$ cat config.mk
export PLATFORM = sky130hd
export DESIGN_NAME = histogram_mean_relative_deviation_unit_flat
export DESIGN_NICKNAME = d
export VERILOG_FILES = /design/src/design/hmrd_pkg.sv /design/src/design/hmrd_if.sv /design/src/design/histogram_mean_relative_deviation_unit.sv /design/src/design/hmrd_front.sv /design/src/design/hmrd_queue.sv /design/src/design/hmrd_back.sv /design/src/flat_wrapper.sv
export SDC_FILE = /design/constraint.sdc
export NUM_CORES = 1
export LEC_CHECK = 0
export ABC_CLOCK_PERIOD_IN_PS = 6400
export BUFFER_PORTS_ARGS = -buffer_cell sky130_fd_sc_hd__buf_2
export CAP_MARGIN = 5
export CORE_MARGIN = 3
export CORE_UTILIZATION = 30
export DETAILED_ROUTE_END_ITERATION = 7
export GPL_TIMING_DRIVEN = 0
export PLACE_DENSITY = 0.52
export SETUP_SLACK_MARGIN = 0.2
export SYNTH_ARGS = -nofsm -noshare
export SYNTH_HDL_FRONTEND = slang
export SYNTH_SLANG_ARGS = --single-unit
$ cat constraint.sdc
create_clock -name clk -period 6.4 [get_ports clk]
set_input_delay 1.28 -clock clk [delete_from_list [all_inputs] [get_ports clk]]
set_output_delay 1.28 -clock clk [all_outputs]
set_load 0.03 [all_outputs]
$ cat src/design/hmrd_pkg.sv
// Package for the histogram mean relative deviation unit: widths, register
// indexes, queue item and window types, saturation helpers. No dependencies.
package hmrd_pkg;

  localparam int VALUE_BITS    = 32;
  localparam int FRACTION_BITS = 16;
  localparam int IDX_BITS      = 10;
  localparam int COUNT_BITS    = 21;
  localparam int SUM_BITS      = 52;
  localparam int DEV_BITS      = 32;
  localparam int DIFF_BITS     = VALUE_BITS + 1;
  localparam int CFG_IDX_BITS  = 3;
  localparam int CFG_DATA_BITS = 32;

  localparam logic [COUNT_BITS-1:0] MAX_BINS = COUNT_BITS'(1048576);

  localparam int DIV_STEPS     = SUM_BITS;
  localparam int STEP_BITS     = $clog2(DIV_STEPS);

  localparam int QUEUE_DEPTH   = 4;
  localparam int QPTR_BITS     = $clog2(QUEUE_DEPTH);

  localparam logic [CFG_IDX_BITS-1:0] REG_THRESHOLD   = CFG_IDX_BITS'(0);
  localparam logic [CFG_IDX_BITS-1:0] REG_X_FIRST_BIN = CFG_IDX_BITS'(1);
  localparam logic [CFG_IDX_BITS-1:0] REG_X_LAST_BIN  = CFG_IDX_BITS'(2);
  localparam logic [CFG_IDX_BITS-1:0] REG_Y_FIRST_BIN = CFG_IDX_BITS'(3);
  localparam logic [CFG_IDX_BITS-1:0] REG_Y_LAST_BIN  = CFG_IDX_BITS'(4);

  typedef struct packed {
    logic [IDX_BITS-1:0] x_first;
    logic [IDX_BITS-1:0] x_last;
    logic [IDX_BITS-1:0] y_first;
    logic [IDX_BITS-1:0] y_last;
  } hmrd_win_t;

  typedef struct packed {
    logic [DIFF_BITS-1:0]  diff;
    logic [VALUE_BITS-1:0] aref;
    logic                  count_it;
    logic                  last;
  } hmrd_item_t;

  function automatic logic [DEV_BITS-1:0] sat_dev(input logic [SUM_BITS-1:0] q);
    logic [DEV_BITS-1:0] r;
    r = (|q[SUM_BITS-1:DEV_BITS]) ? '1 : q[DEV_BITS-1:0];
    return r;
  endfunction

  function automatic logic [SUM_BITS-1:0] sat_add(input logic [SUM_BITS-1:0] s,
                                                  input logic [DEV_BITS-1:0] d);
    logic [SUM_BITS:0] t;
    t = {1'b0, s} + {(SUM_BITS - DEV_BITS + 1)'(0), d};
    return t[SUM_BITS] ? '1 : t[SUM_BITS-1:0];
  endfunction

endpackage

$ cat src/design/hmrd_if.sv
// Channel interfaces of the histogram mean relative deviation unit:
// input bin pairs, results and configuration writes. Depends on hmrd_pkg.
interface hmrd_in_if import hmrd_pkg::*; ();
  logic                         valid;
  logic                         ready;
  logic signed [VALUE_BITS-1:0] bin_value;
  logic signed [VALUE_BITS-1:0] reference_value;
  logic [IDX_BITS-1:0]          bin_x;
  logic [IDX_BITS-1:0]          bin_y;
  logic                         last_bin;
  modport source (output valid, bin_value, reference_value, bin_x, bin_y, last_bin,
                  input ready);
  modport sink (input valid, bin_value, reference_value, bin_x, bin_y, last_bin,
                output ready);
endinterface

interface hmrd_out_if import hmrd_pkg::*; ();
  logic                  valid;
  logic                  ready;
  logic                  quality;
  logic [DEV_BITS-1:0]   mean_deviation;
  logic [COUNT_BITS-1:0] bins_counted;
  modport source (output valid, quality, mean_deviation, bins_counted, input ready);
  modport sink (input valid, quality, mean_deviation, bins_counted, output ready);
endinterface

interface hmrd_cfg_if import hmrd_pkg::*; ();
  logic                     valid;
  logic                     ready;
  logic [CFG_IDX_BITS-1:0]  index;
  logic [CFG_DATA_BITS-1:0] data;
  modport source (output valid, index, data, input ready);
  modport sink (input valid, index, data, output ready);
endinterface

$ cat src/design/histogram_mean_relative_deviation_unit.sv
// Histogram mean relative deviation unit: configuration registers, front end,
// queue and back end. Depends on hmrd_pkg, hmrd_if, hmrd_front, hmrd_queue, hmrd_back.
//
// Usage: in_ch carries one bin pair per transaction (measured value, reference
// value, x/y bin index, last flag). Bins inside the x/y window add
// |val-ref|/|ref| (Q16.16, saturated) to a running sum; the transaction with
// last_bin set closes the histogram and yields one out_ch transaction with the
// verdict, the mean deviation and the bin count. cfg_ch writes the threshold
// and window registers (indexes 0..4); it is always ready. The user must write it
// only while the block is idle; the block itself does not enforce this.
// Timing: the front end takes a bin every cycle while the four-entry queue
// has room. The back end pops one item per cycle unless the bin is counted
// with a nonzero reference, which then goes through the serial divider, or
// closes the histogram: with counted bins the mean division runs in the
// divider, then the result register is loaded.
// Reset clears the queue, sum, count and result valid and loads the register
// defaults. If out_ch stalls, the result is held in its register; the queue
// keeps accepting bins until full, then in_ch.ready drops.
module histogram_mean_relative_deviation_unit import hmrd_pkg::*; (
  input  logic       clk,
  input  logic       rst_n,
  hmrd_in_if.sink    in_ch,
  hmrd_out_if.source out_ch,
  hmrd_cfg_if.sink   cfg_ch
);

  logic [DEV_BITS-1:0] threshold_r;
  hmrd_win_t           win_r;
  logic                q_push, q_full, q_pop, q_valid;
  hmrd_item_t          q_in, q_out;

  assign cfg_ch.ready = 1'b1;

  always_ff @(posedge clk) begin
    if (!rst_n) begin
      threshold_r   <= DEV_BITS'(65536);
      win_r.x_first <= '0;
      win_r.x_last  <= '1;
      win_r.y_first <= '0;
      win_r.y_last  <= '1;
    end else if (cfg_ch.valid) begin
      case (cfg_ch.index)
        REG_THRESHOLD:   threshold_r   <= cfg_ch.data[DEV_BITS-1:0];
        REG_X_FIRST_BIN: win_r.x_first <= cfg_ch.data[IDX_BITS-1:0];
        REG_X_LAST_BIN:  win_r.x_last  <= cfg_ch.data[IDX_BITS-1:0];
        REG_Y_FIRST_BIN: win_r.y_first <= cfg_ch.data[IDX_BITS-1:0];
        REG_Y_LAST_BIN:  win_r.y_last  <= cfg_ch.data[IDX_BITS-1:0];
        default: begin
        end
      endcase
    end
  end

  hmrd_front u_front (
    .clk    (clk),
    .rst_n  (rst_n),
    .in_ch  (in_ch),
    .win    (win_r),
    .q_full (q_full),
    .q_push (q_push),
    .q_item (q_in)
  );

  hmrd_queue u_queue (
    .clk       (clk),
    .rst_n     (rst_n),
    .push      (q_push),
    .push_item (q_in),
    .full      (q_full),
    .pop       (q_pop),
    .pop_valid (q_valid),
    .pop_item  (q_out)
  );

  hmrd_back u_back (
    .clk       (clk),
    .rst_n     (rst_n),
    .q_valid   (q_valid),
    .q_item    (q_out),
    .q_pop     (q_pop),
    .threshold (threshold_r),
    .out_ch    (out_ch)
  );

endmodule

$ cat src/design/hmrd_front.sv
// Front end: accepts bin pairs, applies the window and the bin limit, forms
// |val-ref| and |ref| and pushes one queue item. Depends on hmrd_pkg, hmrd_if.
module hmrd_front import hmrd_pkg::*; (
  input  logic         clk,
  input  logic         rst_n,
  hmrd_in_if.sink      in_ch,
  input  hmrd_win_t    win,
  input  logic         q_full,
  output logic         q_push,
  output hmrd_item_t   q_item
);

  logic [COUNT_BITS-1:0] cnt_r, cnt_nxt;
  logic                  in_win;
  logic                  count_it;
  logic                  accept;
  logic signed [DIFF_BITS-1:0] d;
  logic [DIFF_BITS-1:0]  diff;
  logic [VALUE_BITS-1:0] aref;

  assign in_ch.ready = !q_full;
  assign accept      = in_ch.valid && !q_full;

  assign in_win = (in_ch.bin_x >= win.x_first) && (in_ch.bin_x <= win.x_last) &&
                  (in_ch.bin_y >= win.y_first) && (in_ch.bin_y <= win.y_last);
  assign count_it = in_win && (cnt_r < MAX_BINS);

  assign d    = {in_ch.bin_value[VALUE_BITS-1], in_ch.bin_value} -
                {in_ch.reference_value[VALUE_BITS-1], in_ch.reference_value};
  assign diff = d[DIFF_BITS-1] ? DIFF_BITS'(-d) : DIFF_BITS'(d);
  assign aref = in_ch.reference_value[VALUE_BITS-1] ?
                VALUE_BITS'(-in_ch.reference_value) : VALUE_BITS'(in_ch.reference_value);

  assign q_push          = accept;
  assign q_item.diff     = diff;
  assign q_item.aref     = aref;
  assign q_item.count_it = count_it;
  assign q_item.last     = in_ch.last_bin;

  always_comb begin
    cnt_nxt = cnt_r;
    if (accept) begin
      if (in_ch.last_bin) begin
        cnt_nxt = '0;
      end else if (count_it) begin
        cnt_nxt = cnt_r + COUNT_BITS'(1);
      end
    end
  end

  always_ff @(posedge clk) begin
    if (!rst_n) begin
      cnt_r <= '0;
    end else begin
      cnt_r <= cnt_nxt;
    end
  end

endmodule

$ cat src/design/hmrd_queue.sv
// Short queue between front and back end, holding classified bin items.
// Depends on hmrd_pkg.
module hmrd_queue import hmrd_pkg::*; (
  input  logic       clk,
  input  logic       rst_n,
  input  logic       push,
  input  hmrd_item_t push_item,
  output logic       full,
  input  logic       pop,
  output logic       pop_valid,
  output hmrd_item_t pop_item
);

  hmrd_item_t           mem_r [QUEUE_DEPTH];
  logic [QPTR_BITS-1:0] wr_ptr_r, rd_ptr_r;
  logic [QPTR_BITS:0]   fill_r, fill_nxt;
  logic                 do_push, do_pop;

  assign full      = (fill_r == (QPTR_BITS+1)'(QUEUE_DEPTH));
  assign pop_valid = (fill_r != '0);
  assign pop_item  = mem_r[rd_ptr_r];
  assign do_push   = push && !full;
  assign do_pop    = pop && pop_valid;

  always_comb begin
    fill_nxt = fill_r;
    if (do_push && !do_pop) begin
      fill_nxt = fill_r + (QPTR_BITS+1)'(1);
    end else if (do_pop && !do_push) begin
      fill_nxt = fill_r - (QPTR_BITS+1)'(1);
    end
  end

  always_ff @(posedge clk) begin
    if (!rst_n) begin
      wr_ptr_r <= '0;
      rd_ptr_r <= '0;
      fill_r   <= '0;
    end else begin
      fill_r <= fill_nxt;
      if (do_push) begin
        wr_ptr_r <= wr_ptr_r + QPTR_BITS'(1);
      end
      if (do_pop) begin
        rd_ptr_r <= rd_ptr_r + QPTR_BITS'(1);
      end
    end
  end

  always_ff @(posedge clk) begin
    if (do_push) begin
      mem_r[wr_ptr_r] <= push_item;
    end
  end

endmodule

$ cat src/design/hmrd_back.sv
// Back end: shared one-bit-per-cycle divider for the per-bin ratio and the
// final mean, running sum and count, result register. Depends on hmrd_pkg, hmrd_if.
module hmrd_back import hmrd_pkg::*; (
  input  logic                 clk,
  input  logic                 rst_n,
  input  logic                 q_valid,
  input  hmrd_item_t           q_item,
  output logic                 q_pop,
  input  logic [DEV_BITS-1:0]  threshold,
  hmrd_out_if.source           out_ch
);

  localparam logic [1:0] ST_IDLE = 2'd0;
  localparam logic [1:0] ST_DEV  = 2'd1;
  localparam logic [1:0] ST_MEAN = 2'd2;
  localparam logic [1:0] ST_OUT  = 2'd3;

  logic [1:0]            state_r, state_nxt;
  logic                  last_r, last_nxt;
  logic [SUM_BITS-1:0]   sum_r, sum_nxt;
  logic [COUNT_BITS-1:0] cnt_r, cnt_nxt;
  logic [VALUE_BITS-1:0] dvs_r, dvs_nxt;
  logic [VALUE_BITS-1:0] rem_r, rem_nxt;
  logic [SUM_BITS-1:0]   quo_r, quo_nxt;
  logic [STEP_BITS-1:0]  step_r, step_nxt;
  logic [DEV_BITS-1:0]   mean_r, mean_nxt;

  logic                  ov_r, ov_nxt;
  logic                  oq_r, oq_nxt;
  logic [DEV_BITS-1:0]   om_r, om_nxt;
  logic [COUNT_BITS-1:0] oc_r, oc_nxt;

  logic [VALUE_BITS:0]   rem_sh, rem_sub;
  logic                  ge;
  logic [SUM_BITS-1:0]   q_fin;
  logic                  div_done;

  assign rem_sh   = {rem_r, quo_r[SUM_BITS-1]};
  assign rem_sub  = rem_sh - {1'b0, dvs_r};
  assign ge       = (rem_sh >= {1'b0, dvs_r});
  assign q_fin    = {quo_r[SUM_BITS-2:0], ge};
  assign div_done = (step_r == STEP_BITS'(DIV_STEPS - 1));

  assign out_ch.valid          = ov_r;
  assign out_ch.quality        = oq_r;
  assign out_ch.mean_deviation = om_r;
  assign out_ch.bins_counted   = oc_r;

  always_comb begin
    logic                  fin;
    logic                  last_v;
    logic [COUNT_BITS-1:0] cnt_v;
    logic [SUM_BITS-1:0]   sum_v;

    fin       = 1'b0;
    last_v    = last_r;
    cnt_v     = cnt_r;
    sum_v     = sum_r;
    state_nxt = state_r;
    last_nxt  = last_r;
    sum_nxt   = sum_r;
    cnt_nxt   = cnt_r;
    dvs_nxt   = dvs_r;
    rem_nxt   = rem_r;
    quo_nxt   = quo_r;
    step_nxt  = step_r;
    mean_nxt  = mean_r;
    q_pop     = 1'b0;
    ov_nxt    = ov_r && !out_ch.ready;
    oq_nxt    = oq_r;
    om_nxt    = om_r;
    oc_nxt    = oc_r;

    if (state_r == ST_DEV || state_r == ST_MEAN) begin
      rem_nxt  = ge ? rem_sub[VALUE_BITS-1:0] : rem_sh[VALUE_BITS-1:0];
      quo_nxt  = q_fin;
      step_nxt = step_r + STEP_BITS'(1);
    end

    case (state_r)
      ST_IDLE: begin
        if (q_valid) begin
          q_pop    = 1'b1;
          last_nxt = q_item.last;
          last_v   = q_item.last;
          if (q_item.count_it) begin
            cnt_nxt = cnt_r + COUNT_BITS'(1);
            cnt_v   = cnt_r + COUNT_BITS'(1);
          end
          if (q_item.count_it && (q_item.aref != '0)) begin
            dvs_nxt   = q_item.aref;
            rem_nxt   = '0;
            quo_nxt   = {(SUM_BITS - DIFF_BITS - FRACTION_BITS)'(0), q_item.diff,
                         FRACTION_BITS'(0)};
            step_nxt  = '0;
            state_nxt = ST_DEV;
          end else begin
            fin = 1'b1;
          end
        end
      end
      ST_DEV: begin
        if (div_done) begin
          sum_v   = sat_add(sum_r, sat_dev(q_fin));
          sum_nxt = sum_v;
          fin     = 1'b1;
        end
      end
      ST_MEAN: begin
        if (div_done) begin
          mean_nxt  = sat_dev(q_fin);
          state_nxt = ST_OUT;
        end
      end
      ST_OUT: begin
        if (!ov_r || out_ch.ready) begin
          ov_nxt    = 1'b1;
          oq_nxt    = (mean_r > threshold);
          om_nxt    = mean_r;
          oc_nxt    = cnt_r;
          sum_nxt   = '0;
          cnt_nxt   = '0;
          state_nxt = ST_IDLE;
        end
      end
      default: begin
        state_nxt = ST_IDLE;
      end
    endcase

    if (fin) begin
      if (last_v) begin
        if (cnt_v != '0) begin
          dvs_nxt   = {(VALUE_BITS - COUNT_BITS)'(0), cnt_v};
          rem_nxt   = '0;
          quo_nxt   = sum_v;
          step_nxt  = '0;
          state_nxt = ST_MEAN;
        end else begin
          mean_nxt  = '0;
          state_nxt = ST_OUT;
        end
      end else begin
        state_nxt = ST_IDLE;
      end
    end
  end

  always_ff @(posedge clk) begin
    if (!rst_n) begin
      state_r <= ST_IDLE;
      sum_r   <= '0;
      cnt_r   <= '0;
      ov_r    <= 1'b0;
    end else begin
      state_r <= state_nxt;
      sum_r   <= sum_nxt;
      cnt_r   <= cnt_nxt;
      ov_r    <= ov_nxt;
    end
  end

  always_ff @(posedge clk) begin
    last_r <= last_nxt;
    dvs_r  <= dvs_nxt;
    rem_r  <= rem_nxt;
    quo_r  <= quo_nxt;
    step_r <= step_nxt;
    mean_r <= mean_nxt;
    oq_r   <= oq_nxt;
    om_r   <= om_nxt;
    oc_r   <= oc_nxt;
  end

endmodule

$ cat src/flat_wrapper.sv
// flat-port wrapper written by rule: the top's interface ports become plain ports
module histogram_mean_relative_deviation_unit_flat import hmrd_pkg::*;
  (clk, rst_n, in_ch_valid, in_ch_bin_value, in_ch_reference_value, in_ch_bin_x, in_ch_bin_y, in_ch_last_bin, in_ch_ready, out_ch_valid, out_ch_quality, out_ch_mean_deviation, out_ch_bins_counted, out_ch_ready, cfg_ch_valid, cfg_ch_index, cfg_ch_data, cfg_ch_ready);
  hmrd_in_if in_ch_i ();
  hmrd_out_if out_ch_i ();
  hmrd_cfg_if cfg_ch_i ();
  input  logic clk;
  input  logic rst_n;
  input wire logic [$bits(in_ch_i.valid)-1:0] in_ch_valid;
  input wire logic [$bits(in_ch_i.bin_value)-1:0] in_ch_bin_value;
  input wire logic [$bits(in_ch_i.reference_value)-1:0] in_ch_reference_value;
  input wire logic [$bits(in_ch_i.bin_x)-1:0] in_ch_bin_x;
  input wire logic [$bits(in_ch_i.bin_y)-1:0] in_ch_bin_y;
  input wire logic [$bits(in_ch_i.last_bin)-1:0] in_ch_last_bin;
  output wire logic [$bits(in_ch_i.ready)-1:0] in_ch_ready;
  output wire logic [$bits(out_ch_i.valid)-1:0] out_ch_valid;
  output wire logic [$bits(out_ch_i.quality)-1:0] out_ch_quality;
  output wire logic [$bits(out_ch_i.mean_deviation)-1:0] out_ch_mean_deviation;
  output wire logic [$bits(out_ch_i.bins_counted)-1:0] out_ch_bins_counted;
  input wire logic [$bits(out_ch_i.ready)-1:0] out_ch_ready;
  input wire logic [$bits(cfg_ch_i.valid)-1:0] cfg_ch_valid;
  input wire logic [$bits(cfg_ch_i.index)-1:0] cfg_ch_index;
  input wire logic [$bits(cfg_ch_i.data)-1:0] cfg_ch_data;
  output wire logic [$bits(cfg_ch_i.ready)-1:0] cfg_ch_ready;
  assign in_ch_i.valid = in_ch_valid;
  assign in_ch_i.bin_value = in_ch_bin_value;
  assign in_ch_i.reference_value = in_ch_reference_value;
  assign in_ch_i.bin_x = in_ch_bin_x;
  assign in_ch_i.bin_y = in_ch_bin_y;
  assign in_ch_i.last_bin = in_ch_last_bin;
  assign in_ch_ready = in_ch_i.ready;
  assign out_ch_valid = out_ch_i.valid;
  assign out_ch_quality = out_ch_i.quality;
  assign out_ch_mean_deviation = out_ch_i.mean_deviation;
  assign out_ch_bins_counted = out_ch_i.bins_counted;
  assign out_ch_i.ready = out_ch_ready;
  assign cfg_ch_i.valid = cfg_ch_valid;
  assign cfg_ch_i.index = cfg_ch_index;
  assign cfg_ch_i.data = cfg_ch_data;
  assign cfg_ch_ready = cfg_ch_i.ready;
  histogram_mean_relative_deviation_unit u_core (.clk(clk), .rst_n(rst_n), .in_ch(in_ch_i), .out_ch(out_ch_i), .cfg_ch(cfg_ch_i));
endmodule
==> results.toml, run 1 <==
[place]
dp.cells = 5510
io_buffers = 179
dpl.hpwl_um = 89600
dp_slack_ns = -0.906
place_congestion = 0.934
place_area_um2 = 39300

[synthesis]
ys_ff_latch = 655
avgSynthCellArea_um2 = 9.74
mappedNetlistArea_um2 = 36300
synth_ff_type = "dfxtp_1"
ys_types = 93
ys_top_cells_by_count = "nand2_1 (389), dfxtp_1 (333), edfxtp_1 (322), nor2_1 (249), o21ai_0 (248)"
synth_top_area_share_pct = 26.7
synthCells = 3726
synth_warnings = 0
synth_top_area_cell = "edfxtp_1"
ys_seq_area_share_pct = 45.0
synthTopCellsByArea = "edfxtp_1 (27%), dfxtp_1 (18%), ha_1 (6.3%)"
synth_edf_count = 322
synth.most_common_cell = "nand2_1"
async_reset_ff_share_pct = 0
syn_nets = 4039

[cts]
worstSkewPairLatency_ns = 0.66
path_clk_slew_ns = 0.07
cts_tree = "yes"
clock_sinks = 655
ctsHoldBuffers = 0
clock_path_buffers = 3
h-tree-depth = 3
cts-buffers-inserted = 75
root_buffer = "clkbuf_16"

[timing]
drv_slew = 0
timing.final.crit_share_pct = 92.5
fin_ws_ns = 0.477
rsz0062_at_grt = "no"
max_freq_ghz = 0.169
hold_ws_ns = 0.409
slew-limit-headroom_pct = 16.7
tightest_slew_ns = 1.25
final-hold-violation-count = 0
fin_worst_skew_ns = 0.0551
setup_viol = 0
tns_ns = 0
min_period_ns = 5.92

[floorplanning]
die_area_um2 = 125000
die_y_um = 354
dieWidth_um = 354
initial_core_util_pct = 30.5
coreArea_um2 = 119000
std_cell_rows = 126
ios = 182

[drt]
dr.pass1.iters = 5
drc_errors = 0
vias_per_cell = 5.22
drtIter0Drc = 2455
postRouteAntennaNets = 0
wl_per_cell_um = 20.9
wirelength_um = 118000
num_vias = 29474

[final_layout]
register_area_um2 = 16300
fin_nets = 4302
final.fill_count = 12162
syn2layout_area_growth_pct = 15.9
multi_input_area_um2 = 18500
postLayoutCellArea_um2 = 42100
finalNonFillerCells = 5651
drive_gt1_share_pct = 11.8

[global_route]
gr-total-overflow = 0
grt_pass1_vias = 28690
track_usage_pct = 18.4
grt_pass1_wl_um = 179000
antenna_found_initial = 8
grt_max_degree = 56

[power_and_ir_drop]
power_density_nw_per_um2 = 393
vdd_drop_max_v = 0.000232
p_leak_nw = 15.6

[setup_path]
start_kind = "register"
cp.arrival_ns = 6.47
path_cells = "inv_1 > ha_1 > nand2_1 > nor3_1 > nor4b_1 > nand2_1 > o21ai_0 > o32ai_1 > a21oi_4 > or3_4 > ha_1 > fa_2 > a211oi_2 > o21ai_0 > nand4b_1 > a211oi_4 > o311a_1 > o21ba_2 > nor2_1 > or4_1 > and4_1 > o31ai_1"
crit_type = "reg -> reg"
critPathMaxFanout = 6
crit_path_end_kind = "register"
cpPeakStageDelay_ns = 0.64
required_ns = 6.95
cpMaxStageDelayCell = "or4_1"

[hold_path]
hold_class = "reg -> reg"

[run_status]
status = "finished clean"

[job]
maxCapViolCount = 0
## where the power goes
group          internal [mW]  switching [mW]
clock network           2.60            1.87
registers               5.17           0.358
logic                   2.43            4.12
## what timing repair did
| item | CTS | global route |
|---|---|---|
| endpoints found under the hold margin | 0 | 0 |
| gates resized for setup | 20 | 29 |
| setup buffers | 0 | 3 |
| setup endpoints to repair | 104 | 77 |
| pin swaps | 1 | 6 |
## registers in the layout (all words and copies together), names as in the netlist, 3 cells and up, named ones only
| register | count |
|---|---|
| u_core.u_front.cnt_r | 21 |
| u_core.win_r | 40 |
| u_core.u_back.out_ch.mean_deviation | 32 |
| u_core.u_back.out_ch.bins_counted | 21 |
| u_core.u_back.mean_r | 32 |
| u_core.u_back.rem_r | 32 |
| u_core.u_back.step_r | 6 |
| u_core.u_back.quo_r | 52 |
| u_core.u_queue.fill_r | 3 |
| u_core.u_back.cnt_r | 21 |
| u_core.u_back.dvs_r | 32 |
| u_core.u_queue.mem_r | 268 |
| u_core.u_back.sum_r | 52 |
| u_core.threshold_r | 32 |
## final cells by class
class | instances | area share [%]
flip-flops and latches | 655 | 38.8
plain buffers | 205 | 1.98
diodes | 1 | 0.00595
repair buffers | 187 | 2.45
inverters | 205 | 1.84
clock inverters | 41 | 1.19
well taps | 1600 | 4.76
clock buffers | 97 | 4.90
multi-input cells | 2660 | 44.0
## layer usage
layer	vias to the layer above	GRT usage, %	share of wire, %
met5	-	0	0
met4	0	5.54	2.8
met3	161	2.41	5.0
met2	807	29.0	45
met1	14274	26.1	48
li1	14232	-	-
## cells in the final DEF, fill, tap and decap left out, types with 37 or more instances in the layout
master	synthesis	final
xnor2_1	117	117
nand2_1	389	389
a21o_1	72	72
nor4_1	40	40
a21oi_1	191	189
mux4_2	67	67
mux2i_1	100	99
nor3_1	91	87
nor2b_1	41	41
ha_1	184	184
or3_1	53	52
clkbuf_1	174	179
xor2_1	50	50
edfxtp_1	322	322
clkbuf_16	0	76
inv_1	202	201
nor2_1	249	249
buf_2	19	199
dfxtp_1	333	333
a21boi_0	77	77
nand4_1	51	51
and3_1	43	38
o211ai_1	52	52
o21ai_0	248	248
nand3_1	94	94
o21a_1	38	37
## stage by stage
| stage | power [mW] | utilization (%) |
|---|---|---|
| 2_1_floorplan | 10.0 | - |
| 3_3_place_gp | 12.0 | 32.9 |
| 3_5_place_dp | 12.1 | 33.0 |
| 4_1_cts | 16.6 | 35.2 |
| 5_1_grt | 17.5 | 35.3 |
| 6_report | 16.5 | 35.3 |
## final timing paths
| path | endpoint | startpoint | cells after the start | slack (ns) |
|---|---|---|---|---|
| setup / recovery | u_core.u_back.quo_r[43]$_DFF_P_ | u_core.u_back.dvs_r[20]$_DFF_P_ | 22 | 0.48 |
| hold / removal | u_core.u_back.out_ch.bins_counted[4]$_DFFE_PP_ | u_core.u_back.cnt_r[4]$_SDFFE_PN0P_ | 0 | 0.41 |
| setup reg to reg | u_core.u_back.quo_r[43]$_DFF_P_ | u_core.u_back.dvs_r[20]$_DFF_P_ | 22 | 0.48 |
| hold reg to reg | u_core.u_back.out_ch.bins_counted[4]$_DFFE_PP_ | u_core.u_back.cnt_r[4]$_SDFFE_PN0P_ | 0 | 0.41 |
## cells by family (layout without fill, tap and decap cells)
logic type               count (synthesis)  count (layout)  synth area share [%]
AO/OA/AOI/OAI                          955             955                  17.3
XOR/XNOR                               167             167                  4.03
adder cells (fa/ha/maj)                188             188                  6.57
buffers and inverters                  411             735                  4.37
flip-flops                             655             655                  45.0
multiplexers                           180             180                  7.32
other                                    1               2                0.0103
AND/OR/NAND/NOR                       1169            1169                  15.4
## worst max-delay path, delay by kind of cell, from the launching register on
kind,cells,cell delay (ns)
AND/OR/NAND/NOR,9,2.21
AO/OA/AOI/OAI,9,2.19
adder cells (fa/ha/maj),3,0.87
flip-flops,1,0.41
buffers and inverters,1,0.12
No activity file was read; power rests on OpenSTA's default activity.
==> run 2: changes to the inputs <==
- ABC_AREA: not set -> 1
==> run 2 against run 1 <==
  * Global-route usage is 1.6 points higher
  * Power is 12% higher
  * Synthesized cell count is 50% higher
  * Non-clock buffer count is 11 higher
  * Largest power group unchanged
  * Critical endpoint is now u_core.u_back.quo_r[45]$_DFF_P_
  * Sequential power is 1% lower
==> results.toml, run 2 <==
[run_status]
status = "finished clean"

[power_and_ir_drop]
p_leak_nw = 20.4
power_density_nw_per_um2 = 405
vdd_drop_max_v = 0.000202
total_power_mw = 18.6

[drt]
postRouteAntennaNets = 0
num_vias = 37317
dr.pass1.iters = 6
vias_per_cell = 4.85
drc_errors = 0
drtIter0Drc = 3113
wl_per_cell_um = 18.2
wirelength_um = 140000

[setup_path]
start_kind = "register"
crit_type = "reg -> reg"
critPathMaxFanout = 19
critical-path-top-delay-family = "simple AND/OR/NAND/NOR gates"
cp.arrival_ns = 6.44
r2r_setup_slack_ns = 0.56
crit_buf_inv = 6
cpPeakStageDelay_ns = 0.37
crit_path_end_kind = "register"
crit_path_frequent_cell = "nand2_1"
cpMaxStageDelayCell = "dfxtp_1"
required_ns = 7.00

[timing]
max_freq_ghz = 0.171
fin_worst_skew_ns = 0.0287
timing.final.crit_share_pct = 91.2
hold_ws_ns = 0.429
slew-limit-headroom_pct = 24.8
drv_slew = 0
min_period_ns = 5.84
setup_viol = 0
tightest_slew_ns = 1.13
rsz0062_at_grt = "no"
final-hold-violation-count = 0

[place]
place_congestion = 0.932
dpl.hpwl_um = 111000
io_buffers = 180

[final_layout]
final.fill_count = 14219
largest_reg_flops = 268
multi_input_area_um2 = 20000
regMostFlops = "u_core.u_queue.mem_r"
top_regs = "u_core.u_queue.mem_r (268), u_core.u_back.quo_r (52), u_core.u_back.sum_r (52)"
most-common-layout-cells = "nand2_1 (1,777), inv_1 (685), nor2_1 (520)"
register_area_um2 = 16300
drive_gt1_share_pct = 7.63
final_core_util_pct = 34.8
syn2layout_area_growth_pct = 14.9
fin_nets = 6188
layout_commonest_cell = "nand2_1"

[synthesis]
synth.most_common_cell = "nand2_1"
mappedNetlistArea_um2 = 39900
ys_top_cells_by_count = "nand2_1 (1,778), inv_1 (686), nor2_1 (525), nand3_1 (397), dfxtp_1 (333)"
synth_warnings = 0
ys_ff_latch = 655
ys_types = 53
synth_ff_type = "dfxtp_1"
synth_top_area_cell = "edfxtp_1"
ys_seq_area_share_pct = 41.0
syn_nets = 5919
synthCells = 5606
synth_top_area_share_pct = 24.2
async_reset_ff_share_pct = 0
synth_edf_count = 322
avgSynthCellArea_um2 = 7.12
synthTopCellsByArea = "edfxtp_1 (24%), nand2_1 (17%), dfxtp_1 (17%)"

[cts]
path_clk_slew_ns = 0.06
ctsHoldBuffers = 0
clock_path_buffers = 3
cts_tree = "yes"
worstSkewPairLatency_ns = 0.69
h-tree-depth = 3
root_buffer = "clkbuf_16"
cts-buffers-inserted = 77
clock_sinks = 655

[floorplanning]
ios = 182
die_area_um2 = 137000
dieWidth_um = 371
std_cell_rows = 133
die_y_um = 371
coreArea_um2 = 132000
initial_core_util_pct = 30.3

[global_route]
grt_pass1_wl_um = 212000
track_usage_pct = 20.0
gr-total-overflow = 0
grt_max_degree = 28
grt_pass1_vias = 34933
antenna_found_initial = 11

[hold_path]
hold_class = "reg -> reg"

[job]
maxCapViolCount = 0
-- run 2: changes by cell type after synthesis, sizes merged, moves of 67 or more --
cell	previous run	this run
nand2	390	1782
a21o	72	0
nand3	94	397
inv	203	692
a21oi	195	302
nor2	250	529
mux4	67	0
mux2i	100	8
a21boi	77	2
xnor2	117	35
-- run 2: final timing paths --
check,from,to,cells past startpoint
max,u_core.u_back.dvs_r[20]$_DFF_P_,u_core.u_back.quo_r[45]$_DFF_P_,29
max reg2reg,u_core.u_back.dvs_r[20]$_DFF_P_,u_core.u_back.quo_r[45]$_DFF_P_,29
min,u_core.u_back.cnt_r[5]$_SDFFE_PN0P_,u_core.u_back.out_ch.bins_counted[5]$_DFFE_PP_,0
min reg2reg,u_core.u_back.cnt_r[5]$_SDFFE_PN0P_,u_core.u_back.out_ch.bins_counted[5]$_DFFE_PP_,0
-- run 2: repair_timing --
item,CTS,global route
endpoints found under the hold margin,0,0
setup buffers,0,0
gates resized for setup,6,7
endpoints found under the setup margin,84,51
pin swaps,0,0
-- run 2: layout make-up --
| class | instances | area share [%] |
|---|---|---|
| clock buffer | 102 | 4.59 |
| buffer | 212 | 2.06 |
| clock inverter | 37 | 0.934 |
| multi-input combinational | 4039 | 43.7 |
| sequential | 655 | 35.6 |
| antenna | 2 | 0.0109 |
| tap | 1755 | 4.79 |
| inverter | 699 | 5.74 |
| timing repair buffer | 191 | 2.48 |
-- run 2: cell families (layout without fill, tap and decap cells) --
kind of cell,Yosys count,in the layout,synth area share [%]
AND/OR/NAND/NOR,2934,2934,30.2
buffers and inverters,912,1241,8.95
AO/OA/AOI/OAI,766,766,10.5
flip-flops,655,655,41.0
adder cells (fa/ha/maj),188,188,5.97
XOR/XNOR,133,133,2.92
multiplexers,17,17,0.455
other,1,3,0.00940
-- run 2: report_power, final --
part	switching, mW	leakage (nW)	internal [mW]
logic	6.08	13.5	2.56
clock network	1.87	1.23	2.58
registers	0.325	5.69	5.14
total	8.27	20.4	10.3
-- run 2: routing by layer --
layer | wire length (um) | up-vias | share of wire, % | GRT usage, %
met5 | 23 | - | 0.016 | 0
met4 | 3360 | 4 | 2.4 | 5.64
met3 | 7580 | 164 | 5.4 | 2.78
met2 | 63500 | 955 | 45 | 32.3
met1 | 65700 | 17442 | 47 | 27.7
li1 | - | 18752 | - | -
-- run 2: stage by stage --
step                setup WS (ns)  area, um^2  cells  setup TNS, ns
global placement            -1.87       43000   7541        -382.17
CTS                         0.258       45800   7690              0
floorplan                    1.33       39900   5606              0
detailed placement         -0.872       43300   7552         -21.51
global route                0.267       45800   7690              0
finish                      0.563       45800   7692              0
